`src/design/wcb_pkg.sv`:
```
// Package with shared constants and types of the WiSARD bleaching classifier.
package wcb_pkg;
	localparam int CLASSES_DEF    = 8;
	localparam int PIXELS_DEF     = 64;
	localparam int TUPLE_DEF      = 4;
	localparam int COUNT_BITS_DEF = 8;

	localparam logic [1:0] CMD_LOAD  = 2'd0;
	localparam logic [1:0] CMD_TRAIN = 2'd1;
	localparam logic [1:0] CMD_CLASS = 2'd2;

	localparam logic [1:0] ST_UNIQUE  = 2'd0;
	localparam logic [1:0] ST_TIE     = 2'd1;
	localparam logic [1:0] ST_ZERO    = 2'd2;
	localparam logic [1:0] ST_UNTRAIN = 2'd3;

	localparam logic CFG_BLEACH = 1'b0;
	localparam logic CFG_CLASSES = 1'b1;

	typedef enum logic [2:0] {
		S_IDLE,
		S_CLEAR,
		S_TRAIN,
		S_SCORE,
		S_DECIDE,
		S_OUT
	} state_t;

	// Lane control handed from the sequencer to the neuron lanes.
	typedef struct packed {
		logic clear;
		logic train;
		logic score;
	} lane_ctl_t;
endpackage

```
`src/design/wcb_merge.sv`:
```
// Merging stage: counts lane hits into a class score and tracks best and ties.
module wcb_merge #(
	parameter int CLASSES = wcb_pkg::CLASSES_DEF,
	parameter int NEURONS = wcb_pkg::PIXELS_DEF / wcb_pkg::TUPLE_DEF,
	parameter int CW      = (CLASSES > 1) ? $clog2(CLASSES) : 1,
	parameter int SW      = $clog2(NEURONS + 1)
) (
	input  logic               clk,
	input  logic               start,
	input  logic               valid,
	input  logic [CW-1:0]      cls,
	input  logic [NEURONS-1:0] hits,
	output logic [SW-1:0]      top,
	output logic [CW-1:0]      best,
	output logic [CLASSES-1:0] mask,
	output logic [4:0]         ties
);
	import wcb_pkg::*;
	logic [SW-1:0] score;

	always_comb begin
		score = '0;
		for (int n = 0; n < NEURONS; n++) score = score + SW'(hits[n]);
	end

	always_ff @(posedge clk) begin
		if (valid) begin
			if (start || score > top) begin
				top  <= score;
				best <= cls;
				mask <= CLASSES'(1) << cls;
				ties <= 5'd1;
			end else if (score == top) begin
				mask[cls] <= 1'b1;
				ties <= ties + 5'd1;
			end
		end
	end
endmodule

```
`config.mk`:
```
export PLATFORM = sky130hd
export DESIGN_NAME = wcb_merge
export DESIGN_NICKNAME = d
export VERILOG_FILES = /design/src/design/wcb_pkg.sv /design/src/design/wcb_merge.sv
export SDC_FILE = /design/constraint.sdc
export NUM_CORES = 1
export LEC_CHECK = 0
export ABC_AREA = 1
export BUFFER_PORTS_ARGS = -buffer_cell sky130_fd_sc_hd__buf_2
export CAP_MARGIN = 40
export CORE_AREA = 4 4 62 64
export DETAILED_ROUTE_END_ITERATION = 16
export DIE_AREA = 0 0 66 68
export MAX_ROUTING_LAYER = met4
export PLACE_DENSITY = 0.69
export SETUP_SLACK_MARGIN = 0.02
export SLEW_MARGIN = 10
export SYNTH_ARGS = -nofsm -noshare
export SYNTH_HDL_FRONTEND = slang
export SYNTH_SLANG_ARGS = --single-unit
```
`constraint.sdc`:
```
create_clock -name clk -period 5.05 [get_ports clk]
set_clock_uncertainty 0.05 [all_clocks]
set_input_delay 0.505 -clock clk [delete_from_list [all_inputs] [get_ports clk]]
set_output_delay 0.505 -clock clk [all_outputs]
set_load 0.02 [all_outputs]
```
# ---- Word level (Yosys, flattened, before mapping)
# Cells that the tools add are included.
dict set report classes {
  n_addsub 16
  n_lt_le_gt_ge 3
  n_eq_ne 1
  shift 1
  muxes 5
  n_bitwise 1
  n_reduce_logical 5
}
# op n
set op_table {}
lappend op_table {{$add A5 B1 Y5} 11}
lappend op_table {{$mux W8} 2}
lappend op_table {{$or A8 B8 Y8} 1}
lappend op_table {{$shl A1 B3 Y8 const A} 1}
lappend op_table {{$add A4 B1 Y5} 1}
lappend op_table {{$add A5 B1 Y5 const B} 1}
lappend op_table {{$eq A5 B5 Y1} 1}
lappend op_table {{$gt A5 B5 Y1} 1}
lappend op_table {{$mux W5} 1}
lappend op_table {{$add A3 B1 Y4} 1}
lappend op_table {{$lt A3 B4 Y1 const B} 1}
lappend op_table {{$reduce_and A2 Y1} 2}
lappend op_table {{$add A2 B1 Y3} 1}
lappend op_table {{$demux W1 S3} 1}
lappend op_table {{$ge A3 B1 Y1 const B} 1}
lappend op_table {{$add A1 B1 Y2} 1}
lappend op_table {{$reduce_bool A2 Y1} 1}
lappend op_table {{$logic_and A1 B1 Y1} 1}
lappend op_table {{$logic_or A1 B1 Y1} 1}
lappend op_table {{$mux W1} 1}
dict set report word_totals {
  register_bits 21
  input_bits 22
}

# ---- Depth between registers and ports, before layout
dict set report depth {
  ltp_word 19
  mapped_depth 21
  ltp_nobuf 20
}

# ---- Least setup slack after synthesis
# Ideal clock, no wire load.
dict set report synth_timing {
  path_kind {input to register}
  startpoint {in hits[0]}
  endpoint {reg best[0], enable pin}
  arrival_time_ns 4.281
  setup_slack_ns 0.394
  path_stages 18
  path_buffers 1
  cell_sequence {inv_1 -> fa_1 -> fa_1 -> fa_1 -> fa_1 -> inv_1 -> ha_1 -> fa_1 -> nand2_1 -> a21boi_0 -> ha_1 -> nand2_2 -> nor2_2 -> nand2_1 -> nand3_2 -> nand2_2 -> buf_6 -> a21boi_4}
}
dict set report synth_between {
  elab_chain_len 18
}
# item line
set synth_rtl {}
lappend synth_rtl {{start, declared} wcb_merge.sv:12} ;# input logic [NEURONS-1:0] hits,
lappend synth_rtl {{$add A1 B1 Y2} wcb_merge.sv:23} ;# for (int n = 0; n < NEURONS; n++) score = score + SW'(hits[n]);
lappend synth_rtl {{$add A2 B1 Y3} wcb_merge.sv:23}
lappend synth_rtl {{$add A3 B1 Y4} wcb_merge.sv:23}
lappend synth_rtl {{$add A4 B1 Y5} wcb_merge.sv:23}
lappend synth_rtl {{$add A5 B1 Y5 (11 in a row)} wcb_merge.sv:23}
lappend synth_rtl {{named net score[4]} wcb_merge.sv:19} ;# logic [SW-1:0] score;
lappend synth_rtl {{$gt A5 B5 Y1} wcb_merge.sv:28} ;# if (start || score > top) begin
lappend synth_rtl {{$logic_or A1 B1 Y1} wcb_merge.sv:28}
lappend synth_rtl {{$reduce_and A2 Y1 (no source line)} -}
lappend synth_rtl {{end signal, assigned} wcb_merge.sv:30} ;# best <= cls;
lappend synth_rtl {{end, declared} wcb_merge.sv:14} ;# output logic [CW-1:0] best,
# The timed path passes the listed nets, and every way through them passes these cells.
# A chain may end at the register's enable or synchronous reset.

# ---- Worst setup path in the final report
dict set report layout_timing {
  startpoint {in hits[0]}
  endpoint {reg mask[5], enable pin}
}
dict set report layout_between {
  elab_chain_len 19
  elab_cells_between_ends 20
}
# item line
set layout_rtl {}
lappend layout_rtl {{$add A1 B1 Y2 *} wcb_merge.sv:23}
lappend layout_rtl {{$add A2 B1 Y3 *} wcb_merge.sv:23}
lappend layout_rtl {{$add A3 B1 Y4 *} wcb_merge.sv:23}
lappend layout_rtl {{$add A4 B1 Y5 *} wcb_merge.sv:23}
lappend layout_rtl {{$add A5 B1 Y5 * (11 in a row)} wcb_merge.sv:23}
lappend layout_rtl {{named net score[4]} wcb_merge.sv:19}
lappend layout_rtl {{$gt A5 B5 Y1} wcb_merge.sv:28}
lappend layout_rtl {{$logic_or A1 B1 Y1} wcb_merge.sv:28}
lappend layout_rtl {{$reduce_bool A2 Y1 (no source line) *} -}
lappend layout_rtl {{$reduce_and A2 Y1 (no source line) *} -}
lappend layout_rtl {{end signal, assigned} wcb_merge.sv:31} ;# mask <= CLASSES'(1) << cls;
lappend layout_rtl {{end, declared} wcb_merge.sv:15} ;# output logic [CLASSES-1:0] mask,
# Mark *: on every way through the listed nets, which the timed path passes. The rest lies on a longest branch.

==> key figures <==
Status
  – Status: completed

Synth
  – Mapped Cells: 143
  – Number of synthesized flops with an enable pin: 21
  – Synth top cells by count: 41 x inv_1, 21 x edfxtp_1, 20 x nand3_1
  – Yosys top cell by area: edfxtp_1
  – Post-Syn Area per Cell: 10.2 µm²
  – Number of synthesis warnings: 0
  – Most frequent cell after synthesis: inv_1
  – Post-Syn Nets: 186
  – Mapped cell area: 1450 µm²
  – Synth top area cells: edfxtp_1 43%, fa_1 14%, inv_1 11%, ha_1 9.5%, nand3_1 6.9%
  – Netlist cell types: 18
  – Post-synth top area share: 43.4%
  – Synth async-reset ratio: 0%
  – Seq/Total Area, Yosys: 43.4%
  – Ys flop type: edfxtp_1
  – Synth Register Bits: 21

Clock network
  – Hold-fix buffers, CTS: 0
  – Reg clk slew, reported paths: 110 ps
  – CTS-repair resized insts: 0
  – Clk buf depth: 2
  – Clock Latency Late Sink: 310 ps
  – Root Driver: clkbuf_4
  – Setup Buffers After CTS: 0
  – TritonCTS clock tree: done
  – CTS H-tree depth: 1
  – Clock sink count: 21
  – Num CTS Buffers: 3

STA
  – Max-slew violations: 0
  – Rel. slew slack: 65.6%
  – Peak Freq: 211 MHz
  – Tmin final: 4730 ps
  – RSZ-0062 raised after global routing: no
  – Final Setup Violations: 0
  – Slew at the pin closest to its max-slew limit: 516 ps
  – Final Hold Viols: 0
  – Final Worst Setup Slack: 320 ps
  – Final period util: 93.7%
  – Worst hold slack: 402 ps
  – Setup TNS Final: 0 ps

GRT
  – Global Route Usage Sum: 14.2%
  – Largest net degree at the start of global routing: 14
  – Antenna violations before repair: 0
  – Vias in the first global route: 1143
  – Overflow after GRT: 0
  – Global-route wire length before repair: 4.71 mm

Floorplanning
  – Row count: 21
  – Initial Util: 44.2%
  – Die area: 4490 µm²
  – Die W: 66 µm
  – Die Y: 68 µm
  – # IOs: 43
  – Total core area: 3280 µm²

Power and ir drop
  – Flop pwr share: 31.7%
  – Pwr/cell area: 692 nW/µm²
  – Power Internal: 624 µW
  – NetSw: 578 µW
  – Leakage Power: 0.000924 µW
  – Peak VDD IR: 0.000267 V
  – Switching share of power: 48.1%
  – Comb power frac: 61.6%
  – Clock power share: 6.8%

Route
  – Drt wl/cell: 12.1 µm
  – Vias post-DR: 1051
  – First-pass iteration count of the detailed router: 4
  – Initial DRC count: 21
  – ANT nets after route: 0
  – DRC: 0
  – Routed vias/inst: 4.49
  – Final Routed Wirelength: 2.83 mm

Job
  – Max-Cap Viols: 0

Placement
  – Inst Count DP: 230
  – Gpl congestion: 0.855
  – Post-place setup slack: -30.3 ps
  – Port Buf Inserts: 42
  – DP Area: 1710 µm²
  – Detailed placer's ending HPWL: 2.34 mm

Min path
  – Min-delay worst type: in -> reg

Cells and area
  – Area Overhead vs Synth: 19.6%
  – Cell Count, Final, Fillers Out: 234
  – Diode count: 0
  – Layout cell share with drive strength beyond 1: 28.2%
  – Nets: 232
  – Cell area after layout: 1740 µm²

Critical path
  – Max Fanout on Critical Path: 13
  – Worst Path Arrival: 4630 ps
  – Required @ worst endpoint: 4950 ps
  – Startpoint Class: input pin
  – Crit path kind: in -> reg
  – Critical path endpoint category: register
==> placed cells by master (no fill, tap or decap) <==
cell type  instances
a21boi_0           1
a21boi_4           1
a21oi_1            2
buf_2             42
buf_4              1
clkbuf_4           3
clkinv_2           1
edfxtp_1          21
fa_1              10
ha_1              11
inv_1             41
nand2_1           18
nand2_2            2
nand3_1           20
nand3_2            2
nand4_1            1
nor2_1             5
nor2_2             1
xnor2_1            2
xor2_1             3
==> through the flow <==
| step | power [µW] | utilization (%) |
|---|---|---|
| 2_1_floorplan | 934 | - |
| 3_3_place_gp | 1090 | 52.0 |
| 3_5_place_dp | 1130 | 52.0 |
| 4_1_cts | 1210 | 52.9 |
| 5_1_grt | 1310 | 52.9 |
| 6_report | 1200 | 52.9 |
==> power by group through the flow <==
stage          registers [µW]  clock network (µW)  logic (µW)
3_3_place_gp              381                   0         710
5_1_grt                   394                88.2         832
4_1_cts                   383                84.4         743
3_5_place_dp              386                   0         740
2_1_floorplan             485                   0         450
6_report                  381                81.4         740
==> worst max-delay path, stage by stage <==
cell,delay [ps]
buf_2,70
inv_1,40
fa_1,550
fa_1,450
fa_1,490
fa_1,490
inv_1,40
ha_1,200
fa_1,410
nand2_1,80
a21boi_0,110
ha_1,340
nand2_2,80
nor2_2,120
nand2_1,110
nand4_1,110
nand2_1,50
inv_1,380
==> metal layers <==
layer | global-route usage (%) | vias to the layer above | wire, µm
met5 | - | - | 0
met4 | 4.31 | 0 | 23
met3 | 2.96 | 2 | 135
met2 | 25.2 | 30 | 1490
met1 | 16.4 | 483 | 1180
li1 | - | 536 | -
==> worst paths after layout <==
kind | start | to | slack [ps] | cells after the start
setup reg to reg | top[4] | mask[5] | 3030 | 8
hold reg to reg | mask[6] | mask[6] | 540 | 2
setup / recovery | hits[0] | mask[5] | 320 | 18
hold / removal | cls[1] | best[1] | 400 | 1
==> flip-flops by register name, summed over array words and instances, names as in the netlist <==
signal / count
ties: 5
best: 3
top: 5
mask: 8
==> cell families after synthesis <==
family                     share of synthesized area (%)
AOI/OAI and AO/OA                                   2.50
and+or+nand+nor                                     15.9
buffers and inverters                               11.9
adders and majority gates                           23.3
DFF                                                 43.4
xor gates and xnor gates                            3.02
==> layout make-up <==
cell class / instances / area, µm²
Multi-Input combinational cell: 79 / 649
Clock inverter: 1 / 5.00
Clock buffer: 3 / 22.5
Tap cell: 46 / 57.6
Inverter: 41 / 154
Fill cell: 311 / 1550
Sequential cell: 21 / 631
Timing Repair Buffer: 43 / 218
(Power assumes the default switching activity.)
