<file path="config.mk">
export PLATFORM = sky130hd
export DESIGN_NAME = wcb_lane
export DESIGN_NICKNAME = d
export VERILOG_FILES = /design/src/design/wcb_pkg.sv /design/src/design/wcb_lane.sv
export SDC_FILE = /design/constraint.sdc
export NUM_CORES = 1
export LEC_CHECK = 0
export BUFFER_PORTS_ARGS = -buffer_cell sky130_fd_sc_hd__clkbuf_2
export CAP_MARGIN = 20
export CORE_MARGIN = 5
export CORE_UTILIZATION = 30
export CTS_CLUSTER_SIZE = 10
export DETAILED_ROUTE_END_ITERATION = 12
export SETUP_SLACK_MARGIN = 0.15
export SYNTH_ARGS = -nofsm -noshare
export SYNTH_HDL_FRONTEND = slang
export SYNTH_SLANG_ARGS = --single-unit
</file>
<file path="constraint.sdc">
create_clock -name clk -period 6.65 [get_ports clk]
set_input_delay 0.665 -clock clk [delete_from_list [all_inputs] [get_ports clk]]
set_output_delay 0.665 -clock clk [all_outputs]
set_load 0.02 [all_outputs]
</file>
<file path="src/design/wcb_pkg.sv">
// Package with shared constants and types of the WiSARD bleaching classifier.
package wcb_pkg;
	localparam int CLASSES_DEF    = 8;
	localparam int PIXELS_DEF     = 64;
	localparam int TUPLE_DEF      = 4;
	localparam int COUNT_BITS_DEF = 8;

	localparam logic [1:0] CMD_LOAD  = 2'd0;
	localparam logic [1:0] CMD_TRAIN = 2'd1;
	localparam logic [1:0] CMD_CLASS = 2'd2;

	localparam logic [1:0] ST_UNIQUE  = 2'd0;
	localparam logic [1:0] ST_TIE     = 2'd1;
	localparam logic [1:0] ST_ZERO    = 2'd2;
	localparam logic [1:0] ST_UNTRAIN = 2'd3;

	localparam logic CFG_BLEACH = 1'b0;
	localparam logic CFG_CLASSES = 1'b1;

	typedef enum logic [2:0] {
		S_IDLE,
		S_CLEAR,
		S_TRAIN,
		S_SCORE,
		S_DECIDE,
		S_OUT
	} state_t;

	// Lane control handed from the sequencer to the neuron lanes.
	typedef struct packed {
		logic clear;
		logic train;
		logic score;
	} lane_ctl_t;
endpackage

</file>
<file path="src/design/wcb_lane.sv">
// One neuron lane: address forming, counter memory, and threshold compare.
module wcb_lane #(
	parameter int CLASSES    = wcb_pkg::CLASSES_DEF,
	parameter int TUPLE      = wcb_pkg::TUPLE_DEF,
	parameter int COUNT_BITS = wcb_pkg::COUNT_BITS_DEF,
	parameter int CW         = (CLASSES > 1) ? $clog2(CLASSES) : 1
) (
	input  logic                  clk,
	input  wcb_pkg::lane_ctl_t    ctl,
	input  logic [TUPLE-1:0]      addr,
	input  logic [CW-1:0]         cls,
	input  logic [CW-1:0]         clr_cls,
	input  logic [TUPLE-1:0]      clr_addr,
	input  logic [7:0]            level,
	output logic                  hit
);
	import wcb_pkg::*;
	localparam int DEPTH = CLASSES * (1 << TUPLE);
	localparam int AW = $clog2(DEPTH);
	localparam logic [COUNT_BITS-1:0] CMAX = '1;

	logic [COUNT_BITS-1:0] mem [DEPTH];
	logic [COUNT_BITS-1:0] rd_q;
	logic [AW-1:0]         ra;
	logic [AW-1:0]         wa_q;
	logic                  inc_q;

	assign ra = AW'(cls) * AW'(1 << TUPLE) + AW'(addr);

	// Read is registered; a training increment is written in the cycle after the read.
	always_ff @(posedge clk) begin
		rd_q  <= mem[ra];
		wa_q  <= ra;
		inc_q <= ctl.train;
		if (ctl.clear) begin
			mem[AW'(clr_cls) * AW'(1 << TUPLE) + AW'(clr_addr)] <= '0;
		end else if (inc_q && rd_q != CMAX) begin
			mem[wa_q] <= rd_q + 1'b1;
		end
	end

	always_comb begin
		if (COUNT_BITS >= 8) hit = rd_q > COUNT_BITS'(level);
		else hit = {8'd0, rd_q} > {{COUNT_BITS{1'b0}}, level};
	end
endmodule

</file>
### Word level (Yosys, flattened, before mapping)

Memories as Yosys holds them, arrays and structs flattened. A register that Yosys moved wholly into a read port is not among the register bits.
Cells that the tools add are included.
W data, S select, Z words.

| word-level totals | value |
|---|---|
| flip-flop bits (word level) | 8 |
| latch bits | 0 |
| memory bits (writable) | 1,024 |
| bits in read-only memories | 0 |
| bits of input ports | 26 |
| logic and storage cells | 18 |
| memories | 1 |

| cells by class | value |
|---|---|
| add/sub/neg operators | 3 |
| multipliers | 0 |
| divide/modulo/power cells | 0 |
| magnitude comparators | 1 |
| equality and inequality tests | 1 |
| shifts and indexed selects | 0 |
| muxes and demuxes | 8 |
| bitwise logic cells | 0 |
| reduce and logical (&&, ||, !) cells | 2 |

Memory list:

| memory | depth | width | rd ports | clocked after Yosys merged registers in | wr ports | line | source |
|---|---|---|---|---|---|---|---|
| mem | 128 | 8 | 1 | 1 | 1 | wcb_lane.sv:22 | `logic [COUNT_BITS-1:0] mem [DEPTH];` |

Operators by type and width:

| kind | count |
|---|---|
| $add A7 B4 Y7 | 2 |
| $add A8 B1 Y8 const B | 1 |
| $gt A8 B8 Y1 | 1 |
| $mux W8 | 1 |
| $ne A8 B8 Y1 const B | 1 |
| $reduce_or A8 Y1 | 1 |
| $mux W7 | 1 |
| $mux W1 | 6 |
| $logic_and A1 B1 Y1 | 1 |

### Depth between registers and ports, before layout

Gate-level depths: netlist of the first run.

| logic depth | value |
|---|---|
| depth after elaboration | 7 |
| mapped depth | 8 |
| gate-level depth less buffers | 8 |

### Worst setup path after synthesis of the first run

Ideal clock, no wire load.

| timing path | value |
|---|---|
| path type | input-to-reg |
| from | input ctl[2] (netlist name) |
| to | memory mem[0][6] (netlist name), data pin |
| library setup time | 0.890 ns |
| arrival | 4.875 ns |
| required time | 5.760 ns |
| path slack | 0.885 ns |
| stages on the path | 5 |
| path buffers | 2 |
| path through | inv_1 -> o311ai_2 -> clkbuf_1 -> buf_1 -> a21oi_1 |

| between the ends | value |
|---|---|
| longest elaborated chain between the ends | 4 |

Ends and longest elaborated chain:

| what | line | source |
|---|---|---|
| from (decl) | wcb_lane.sv:9 | `input wcb_pkg::lane_ctl_t ctl,` |
| $mux W1 | wcb_lane.sv:35 | `if (ctl.clear) begin` |
| $mux W1 (not written as such) | wcb_lane.sv:38 | `mem[wa_q] <= rd_q + 1'b1;` |
| $reduce_or A8 Y1 (no source line) | -- |  |
| $mux W8 (no source line) | -- |  |
| to (decl) | wcb_lane.sv:22 |  |

No other way between the ends.

### Final worst setup path of the first run

| timing path | value |
|---|---|
| from | register rd_q[0], read port of mem |
| to | memory mem[109][7] (netlist name) (enable) |

| between the ends | value |
|---|---|
| longest elaborated chain between the ends | 7 |

Ends and longest elaborated chain:

| what | line | source |
|---|---|---|
| from (decl) | wcb_lane.sv:23 | `logic [COUNT_BITS-1:0] rd_q;` |
| $ne A8 B8 Y1 (*) | wcb_lane.sv:37 | `end else if (inc_q && rd_q != CMAX) begin` |
| $logic_and A1 B1 Y1 (*) | wcb_lane.sv:37 |  |
| $mux W1 (*) | wcb_lane.sv:37 |  |
| $mux W1 (*) | wcb_lane.sv:35 |  |
| $mux W1 (not written as such) (*) | wcb_lane.sv:38 |  |
| $reduce_or A8 Y1 (no source line) | -- |  |
| $mux W7 (no source line) or $mux W1 (tied branches) | -- |  |

Every way passes the cells marked *; elsewhere a longest branch is shown, timed or not.

==> run_results.csv, run 1 <==
group,metric,value,unit
power,finalPower,13.7,mW
cts,cts.root.buffer_cell,"clkbuf_16",
global_route,grt_pass1_wl,131000,µm
run_status,outcome,"finished clean",
place,dpl.hpwl,54200,µm
floorplanning,core_area,133000,µm²
power,cell_internal_pwr,10.9,mW
yosys,seq_area_frac_synth,77.1,%
global_route,grt_pass1_vias,18809,
critical_path,crit_type,"flip-flop to flip-flop",
floorplanning,die_area,142000,µm²
critical_path,start_kind,"flip-flop",
power,p_seq_share,53.6,%
yosys,synth_seq_cells,1040,
drt,drt_iter0_drc,1785,
power,worst_ir_drop_vdd,221,µV
job,maxCapViolCount,0,
yosys,syn_nets,1755,
drt,antenna_left,0,
cts,cts_buffers,115,
sta,setup_tns,0,ns
floorplanning,rows,134,
drt,drt-pass1-iter-count,5,
sta,fmax,0.218,GHz
min_path,holdPathStages,1,
floorplanning,die_h,377,µm
drt,vias_per_cell,4.94,
yosys,yosysWarningCount,0,
global_route,grt_usage,12.6,%
floorplanning,die_x,377,µm
cts,clock-sinks,1040,
place,port_buffers,25,
drt,wire_per_inst,24.8,µm
global_route,antenna_found_initial,6,
critical_path,rr_worst_depth,7,
yosys,avgSynthCellArea,23.4,µm²
sta,setup_viol,0,
power,p_per_area,299,nW/µm²
critical_path,arrival,4.87,ns
drt,wl,89800,µm
yosys,syn_inst,1720,
power,leakage,14.1,nW
yosys,synthTopCellsByArea,"edfxtp_1 (76%), mux4_2 (19%), nor2_1 (1.3%)",
yosys,synth_top_cell_area_share,76.3,%
sta,hold_viol,0,
yosys,synth_area,40300,µm²
layout,nNetsFinal,1848,
min_path,worstHoldPathType,"input port to flip-flop",
power,swShare,21.1,%
floorplanning,io_pins,27,
layout,layout_common_cells,"edfxtp_1 (1,024), mux4_2 (336), nor2_1 (133)",
cts,cts.hold.buffers_added,0,
sta,relSlewSlack,26.0,%
floorplanning,start_util,30.2,%
critical_path,crit_fanout,17,
yosys,yosysTopAreaCell,"edfxtp_1",
sta,rsz0062_at_grt,"no",
cts,cts_tree,"done",
critical_path,cp.required,6.92,ns
sta,clock_skew,0.0312,ns
cts,clk_path_buf_depth,3,
cts,cts_resized,0,
place,place.gp.congestion,0.782,
drt,drc,0,
sta,slew_viol_final,0,
power,power_frac_clock,40.3,%
sta,fin_crit,4.59,ns
cts,post_cts_buffers,0,
layout,syn2layout_area_growth,14.0,%
layout,drive_gt1_share,29.4,%
layout,fin_util,34.4,%
critical_path,crit_path_end_kind,"flip-flop",
sta,tightest_slew,1.11,ns
cts,h-tree-depth,3,
sta,min_period_over_period,69.1,%
global_route,grt_max_degree,113,
power,p_switching,2.89,mW
global_route,overflow,0,
cts,clk_pin_slew,0.06,ns
drt,routed-via-count,17905,
power,comb_power_share,6.1,%
cts,clk_latency,0.67,ns
layout,final_common_cell,"edfxtp_1",
yosys,yosysUniqueCellTypes,37,
power by group through the flow:
stage / Clock (mW) / Sequential, mW / Combinational, mW
4_1_cts: 5.65 / 7.36 / 0.848
5_1_grt: 5.95 / 7.36 / 0.898
3_3_place_gp: 0 / 7.49 / 0.820
3_5_place_dp: 0 / 7.50 / 0.847
2_1_floorplan: 0 / 7.51 / 0.505
6_report: 5.54 / 7.36 / 0.842
cell families (layout without fill, tap and decap cells):
| group | Yosys count | after routing | share of synthesized area, % |
|---|---|---|---|
| flip-flops | 1040 | 1040 | 77.1 |
| multiplexers | 350 | 350 | 19.2 |
| AND/OR/NAND/NOR | 197 | 197 | 1.96 |
| buffers and inverters | 99 | 230 | 1.08 |
| AO/OA/AOI/OAI | 20 | 20 | 0.342 |
| adder cells (fa/ha/maj) | 9 | 9 | 0.279 |
| XOR/XNOR | 5 | 5 | 0.109 |
| other | 0 | 4 | 0 |
state kept, by name (all words and copies together), names as in the netlist:
register	cells
rd_q	8
mem	1024
inc_q	1
wa_q	7
final timing paths:
| kind | startpoint | endpoint | slack [ns] |
|---|---|---|---|
| worst min-delay path | ctl[1] | inc_q$_DFF_P_ | 0.11 |
| worst max-delay path | rd_q[0]$_DFF_P_ | mem[109][7]$_DFFE_PP_ | 2.06 |
| worst min register to register | rd_q[6]$_DFF_P_ | mem[28][6]$_DFFE_PP_ | 0.94 |
| worst max register to register | rd_q[0]$_DFF_P_ | mem[109][7]$_DFFE_PP_ | 2.06 |
Yosys cell counts, drive strengths merged:
cell,number
o21ai,7
nand3,7
ha,9
nand2b,1
nor2,140
a21oi,2
a31o,1
nand3b,1
and3,2
or3,1
nand4,1
xnor2,1
o21bai,1
nand2,35
nor2b,5
a21o,1
o311ai,2
dfxtp,16
mux2,10
o22ai,1
a22oi,1
buf,45
mux2i,4
and2,2
edfxtp,1024
or2,1
mux4,336
clkbuf,41
inv,13
xor2,4
nor3b,1
o21a,4
metal layers:
layer | wire length (µm) | vias up | global-route usage, %
met4 | 2760 | 2 | 4.11
met5 | 11 | - | 0
met2 | 43700 | 622 | 20.2
met1 | 36900 | 9680 | 16.9
met3 | 6480 | 142 | 3.12
li1 | - | 7459 | -
per-stage QoR:
stage | cell area, µm² | setup slack (ns) | cells | hold slack, ns
finish | 45900 | 2.06 | 3623 | 0.111
global route | 45900 | 1.78 | 3620 | 0.0778
CTS | 45900 | 2.04 | 3615 | 0.0736
detailed placement | 42700 | 2.09 | 3460 | 0.779
global placement | 42600 | 2.10 | 3458 | 0.776
floorplan | 40300 | 0.885 | 1720 | 0.693
worst max-delay path, stage by stage, from the launching register on:
cell and delay, ns:
dfxtp_1 0.45, ha_1 0.23, nand3_1 0.27, o311ai_4 0.82, mux2i_1 0.34, nor2b_1 0.82
nand2_1 0.45, nor2_1 0.79
final cells by class:
type / instances / area, µm²
clock inverters: 7 / 95.1
repair buffers: 62 / 556
multi-input cells: 581 / 8880
fillers: 12281 / 87500
diodes: 4 / 10.0
clock buffers: 148 / 3080
inverters: 13 / 48.8
flip-flops and latches: 1040 / 31100
well taps: 1768 / 2210
Note: power is estimated with default switching activity, not from simulation.
==> run 2, diff against run 1 <==
==> constraint.sdc (replaced) <==
create_clock -name clk -period 4 [get_ports clk]
set_input_delay 0.4 -clock clk [delete_from_list [all_inputs] [get_ports clk]]
set_output_delay 0.4 -clock clk [all_outputs]
set_load 0.02 [all_outputs]
==> run 2 against run 1 <==
Net effect: sequential share of layout area shrank 1.5 points; critical path depth grew 2; worst hold slack gained 0.063 ns; core utilization grew 0.79 points; sequential cell count is the same; register-to-register slack lost 1.7 ns; cell count grew 3.7%; clock power grew 64%; first-iteration DRC count grew 15%; sequential power grew 66%; critical path type unchanged; highest routed layer is now met4.
==> run_results.csv, run 2 (synthesis gave the netlist of run 1 again) <==
group,metric,value,unit
drt,drc,0,
sta,setup_viol,0,
place,place.gp.congestion,0.784,
min_path,worstHoldPathType,"input port to flip-flop",
sta,hold_viol,0,
floorplanning,core_area,133000,µm²
layout,drive_gt1_share,34.2,%
place,dp.cells,3596,
global_route,grt_max_degree,89,
place,port_buffers,25,
layout,fillCellCount,12181,
floorplanning,rows,134,
layout,largest_reg_flops,1024,
sta,hold_slack,0.174,ns
drt,drt-pass1-iter-count,6,
layout,final_common_cell,"edfxtp_1",
floorplanning,start_util,30.2,%
layout,reg_top3,"mem: 1024 flops, rd_q: 8 flops, wa_q: 7 flops",
sta,fmax,0.278,GHz
run_status,outcome,"finished clean",
layout,syn2layout_area_growth,16.6,%
sta,clock_skew,0.0249,ns
global_route,grt_pass1_vias,19509,
floorplanning,die_h,377,µm
job,maxCapViolCount,0,
critical_path,cp.required,4.39,ns
sta,min_period_over_period,89.9,%
cts,clock-sinks,1040,
sta,relSlewSlack,30.9,%
critical_path,start_kind,"flip-flop",
drt,wl,91100,µm
layout,final_cells,3756,
critical_path,crit_type,"flip-flop to flip-flop",
drt,vias_per_cell,4.89,
power,worst_ir_drop_vdd,384,µV
drt,routed-via-count,18370,
global_route,grt_pass1_wl,135000,µm
power,leakage,14.8,nW
cts,clk_latency,0.69,ns
sta,tightest_slew,1.04,ns
global_route,antenna_found_initial,8,
layout,nNetsFinal,1983,
cts,clk_path_buf_depth,3,
cts,cts_tree,"done",
layout,max_flop_register,"mem",
power,finalPower,22.8,mW
critical_path,critPathLaunch,"rd_q[0]$_DFF_P_",
floorplanning,io_pins,27,
critical_path,crit_path_end_kind,"flip-flop",
drt,antenna_left,0,
critical_path,crit_fanout,23,
critical_path,r2r_start,"rd_q[0]$_DFF_P_",
cts,h-tree-depth,3,
floorplanning,die_area,142000,µm²
min_path,min-delay-start,"cls[2]",
drt,drt_iter0_drc,2048,
cts,cts_buffers,115,
sta,slew_viol_final,0,
global_route,overflow,0,
global_route,grt_usage,12.8,%
sta,rsz0062_at_grt,"no",
cts,clk_pin_slew,0.06,ns
floorplanning,die_x,377,µm
place,dpl.hpwl,58900,µm
sta,fin_crit,3.60,ns
critical_path,arrival,3.99,ns
layout,layout_common_cells,"edfxtp_1 (1,024), mux4_2 (336), buf_4 (155)",
cts,cts.root.buffer_cell,"clkbuf_16",
layout,fin_util,35.2,%
power,p_per_area,484,nW/µm²
drt,wire_per_inst,24.3,µm
-- run 2: area by class of cell --
| type | count | area (µm²) | share of cell area (%) |
|---|---|---|---|
| inverter | 13 | 48.8 | 0.104 |
| antenna | 5 | 12.5 | 0.0266 |
| sequential | 1040 | 31100 | 66.1 |
| timing repair buffer | 197 | 1640 | 3.50 |
| tap | 1768 | 2210 | 4.71 |
| multi-input combinational | 581 | 8880 | 18.9 |
| clock buffer | 142 | 2990 | 6.36 |
| clock inverter | 10 | 134 | 0.285 |
-- run 2: report_power, final --
| part | switching (mW) | internal (mW) |
|---|---|---|
| combinational | 0.904 | 0.529 |
| clock | 3.92 | 5.17 |
| sequential | 0.0384 | 12.2 |
| total | 4.86 | 17.9 |
-- run 2: path summary, 6_finish.rpt --
| check | to | slack, ns | cells past startpoint |
|---|---|---|---|
| setup / recovery | mem[35][1]$_DFFE_PP_ | 0.40 | 9 |
| hold / removal | wa_q[6]$_DFF_P_ | 0.17 | 1 |
| setup reg to reg | mem[35][1]$_DFFE_PP_ | 0.40 | 9 |
| hold reg to reg | mem[31][0]$_DFFE_PP_ | 0.84 | 1 |
-- run 2: worst max-delay path, cell delays in order (launching register included) --
cell	delay (ns)
dfxtp_1	0.44
ha_1	0.24
nand3_1	0.25
o311ai_4	0.45
buf_4	0.44
mux2_2	0.41
nor2b_1	0.26
nand2_1	0.29
nor2_1	0.28
buf_4	0.22
-- run 2: per-stage QoR --
| step | instance area, µm² | setup WS, ns | setup TNS [ns] |
|---|---|---|---|
| floorplan | 40300 | -1.19 | -1060.21 |
| global placement | 43800 | 0.461 | 0 |
| detailed placement | 43800 | 0.355 | 0 |
| CTS | 47000 | 0.349 | 0 |
| global route | 47000 | 0.198 | 0 |
| finish | 47000 | 0.403 | 0 |
-- run 2: repair_timing --
item	4_1_cts	5_1_grt
buffers inserted	0	0
hold buffers	2	0
resized for setup	0	2
setup endpoints to repair	0	8
endpoints found under the hold margin	2	0
-- run 2: layer usage --
metal / share of wire [%] / global-route usage [%]
met1: 43 / 17.8
met2: 49 / 20.7
met3: 6.3 / 2.48
met4: 2.2 / 3.40
met5: 0 / 0
==> run 3, diff against run 2 <==
--- a/config.mk
+++ b/config.mk
@@ -7,10 +7,12 @@
 export LEC_CHECK = 0
 export BUFFER_PORTS_ARGS = -buffer_cell sky130_fd_sc_hd__clkbuf_2
 export CAP_MARGIN = 20
+export CORE_ASPECT_RATIO = 0.75
 export CORE_MARGIN = 5
 export CORE_UTILIZATION = 30
 export CTS_CLUSTER_SIZE = 10
 export DETAILED_ROUTE_END_ITERATION = 12
+export REMOVE_ABC_BUFFERS = 1
 export SETUP_SLACK_MARGIN = 0.15
 export SYNTH_ARGS = -nofsm -noshare
 export SYNTH_HDL_FRONTEND = slang
==> run 3 against run 2 <==
Net effect: combinational power rose by 3%; setup slack better by 0.00052 ns; global-route usage grew 0.70 points; cell count increased by 0.96%; wire length rose by 4.7%; critical path depth unchanged; critical path type unchanged; largest cell class unchanged.
==> run_results.csv, run 3 (synthesis gave the netlist of run 1 again) <==
group,metric,value,unit
layout,nNetsFinal,2011,
place,place.gp.congestion,0.780,
global_route,grt_pass1_wl,139000,µm
cts,cts_buffers,114,
critical_path,arrival,3.98,ns
cts,cts.hold.buffers_added,2,
layout,largest_reg_flops,1024,
drt,vias_per_cell,4.98,
sta,setup_tns,0,ns
cts,cts_resized,0,
sta,fin_crit,3.60,ns
critical_path,crit_type,"flip-flop to flip-flop",
layout,final_common_cell,"edfxtp_1",
place,dp.cells,3628,
floorplanning,io_pins,27,
floorplanning,die_x,433,µm
power,worst_ir_drop_vdd,349,µV
global_route,overflow,0,
floorplanning,start_util,30.2,%
drt,drt-pass1-iter-count,5,
sta,hold_viol,0,
floorplanning,core_area,133000,µm²
layout,final_cells,3792,
sta,rsz0062_at_grt,"no",
layout,drive_gt1_share,34.8,%
cts,post_cts_buffers,0,
critical_path,crit_path_end_kind,"flip-flop",
sta,fmax,0.278,GHz
layout,reg_top3,"mem: 1024 flops, rd_q: 8 flops, wa_q: 7 flops",
place,dpl.hpwl,61000,µm
drt,wire_per_inst,25.2,µm
drt,drt_iter0_drc,1917,
sta,tightest_slew,0.993,ns
drt,drc,0,
global_route,grt_max_degree,89,
global_route,antenna_found_initial,12,
power,finalPower,22.8,mW
power,p_per_area,483,nW/µm²
critical_path,cp.required,4.38,ns
sta,min_period_over_period,89.9,%
drt,routed-via-count,18888,
drt,wl,95400,µm
cts,h-tree-depth,3,
sta,clock_skew,0.0301,ns
global_route,grt_pass1_vias,19465,
layout,layout_common_cells,"edfxtp_1 (1,024), mux4_2 (336), buf_4 (182)",
cts,clk_latency,0.71,ns
critical_path,start_kind,"flip-flop",
critical_path,crit_fanout,13,
sta,slew_viol_final,0,
drt,antenna_left,0,
run_status,outcome,"finished clean",
place,port_buffers,25,
job,maxCapViolCount,0,
min_path,worstHoldPathType,"input port to flip-flop",
layout,max_flop_register,"mem",
layout,syn2layout_area_growth,17.2,%
cts,clock-sinks,1040,
cts,clk_path_buf_depth,3,
power,leakage,14.9,nW
floorplanning,rows,116,
global_route,grt_usage,13.5,%
cts,cts.root.buffer_cell,"clkbuf_16",
floorplanning,die_area,142000,µm²
sta,setup_viol,0,
sta,relSlewSlack,33.6,%
layout,fillCellCount,11969,
layout,fin_util,35.4,%
cts,cts_tree,"done",
cts,clk_pin_slew,0.06,ns
floorplanning,die_h,327,µm
==> run 3: cell count changes in the layout (fill, tap and decap cells not counted), sizes merged <==
cell	delta
inv	-1
clkbuf	+10
diode	-2
clkinv	-2
buf	+29
==> run 3: per-layer routing <==
metal / up-vias / wire, µm / GRT usage [%]
li1: 7783 / - / -
met1: 10163 / 41500 / 20.1
met2: 817 / 42900 / 19.9
met3: 121 / 9340 / 3.42
met4: 4 / 1670 / 3.08
met5: - / 23 / 0
==> run 3: where the power goes <==
group / total (mW) / internal (mW) / leakage, nW / switching, mW
Sequential: 12.2 / 12.2 / 9.57 / 0.0398
Clock: 9.10 / 5.17 / 1.50 / 3.93
Combinational: 1.48 / 0.544 / 3.88 / 0.940
==> run 3: final timing paths <==
path / from / to / slack [ns] / cells past startpoint
worst min register to register: rd_q[0]$_DFF_P_ / mem[59][0]$_DFFE_PP_ / 0.85 / 1
worst max-delay path: rd_q[1]$_DFF_P_ / mem[32][2]$_DFFE_PP_ / 0.40 / 9
worst min-delay path: cls[2] / wa_q[6]$_DFF_P_ / 0.15 / 1
worst max register to register: rd_q[1]$_DFF_P_ / mem[32][2]$_DFFE_PP_ / 0.40 / 9
==> run 3: cell type report <==
| type | instances | area, µm² | share of cell area, % |
|---|---|---|---|
| diodes | 3 | 7.51 | 0.0159 |
| clock buffers | 152 | 3020 | 6.39 |
| clock inverters | 7 | 85.1 | 0.180 |
| inverters | 13 | 48.8 | 0.103 |
| multi-input cells | 581 | 8880 | 18.8 |
| flip-flops and latches | 1040 | 31100 | 65.8 |
| well taps | 1770 | 2210 | 4.69 |
| repair buffers | 226 | 1900 | 4.03 |
==> run 3: critical path: stages (launching register included) <==
cell,delay [ns]
dfxtp_1,0.46
ha_1,0.25
nand3_1,0.28
o311ai_4,0.72
mux2i_1,0.40
and2_1,0.24
nand2_1,0.28
buf_12,0.29
nor2_1,0.14
buf_4,0.21
==> run 3: stage by stage <==
stage / setup WS (ns) / hold WS [ns] / cell area (µm²)
floorplan: -1.60 / 0.428 / 39900
global placement: 0.480 / 0.622 / 44100
detailed placement: 0.430 / 0.620 / 44100
CTS: 0.377 / 0.0888 / 47200
global route: 0.174 / 0.132 / 47200
finish: 0.404 / 0.149 / 47200
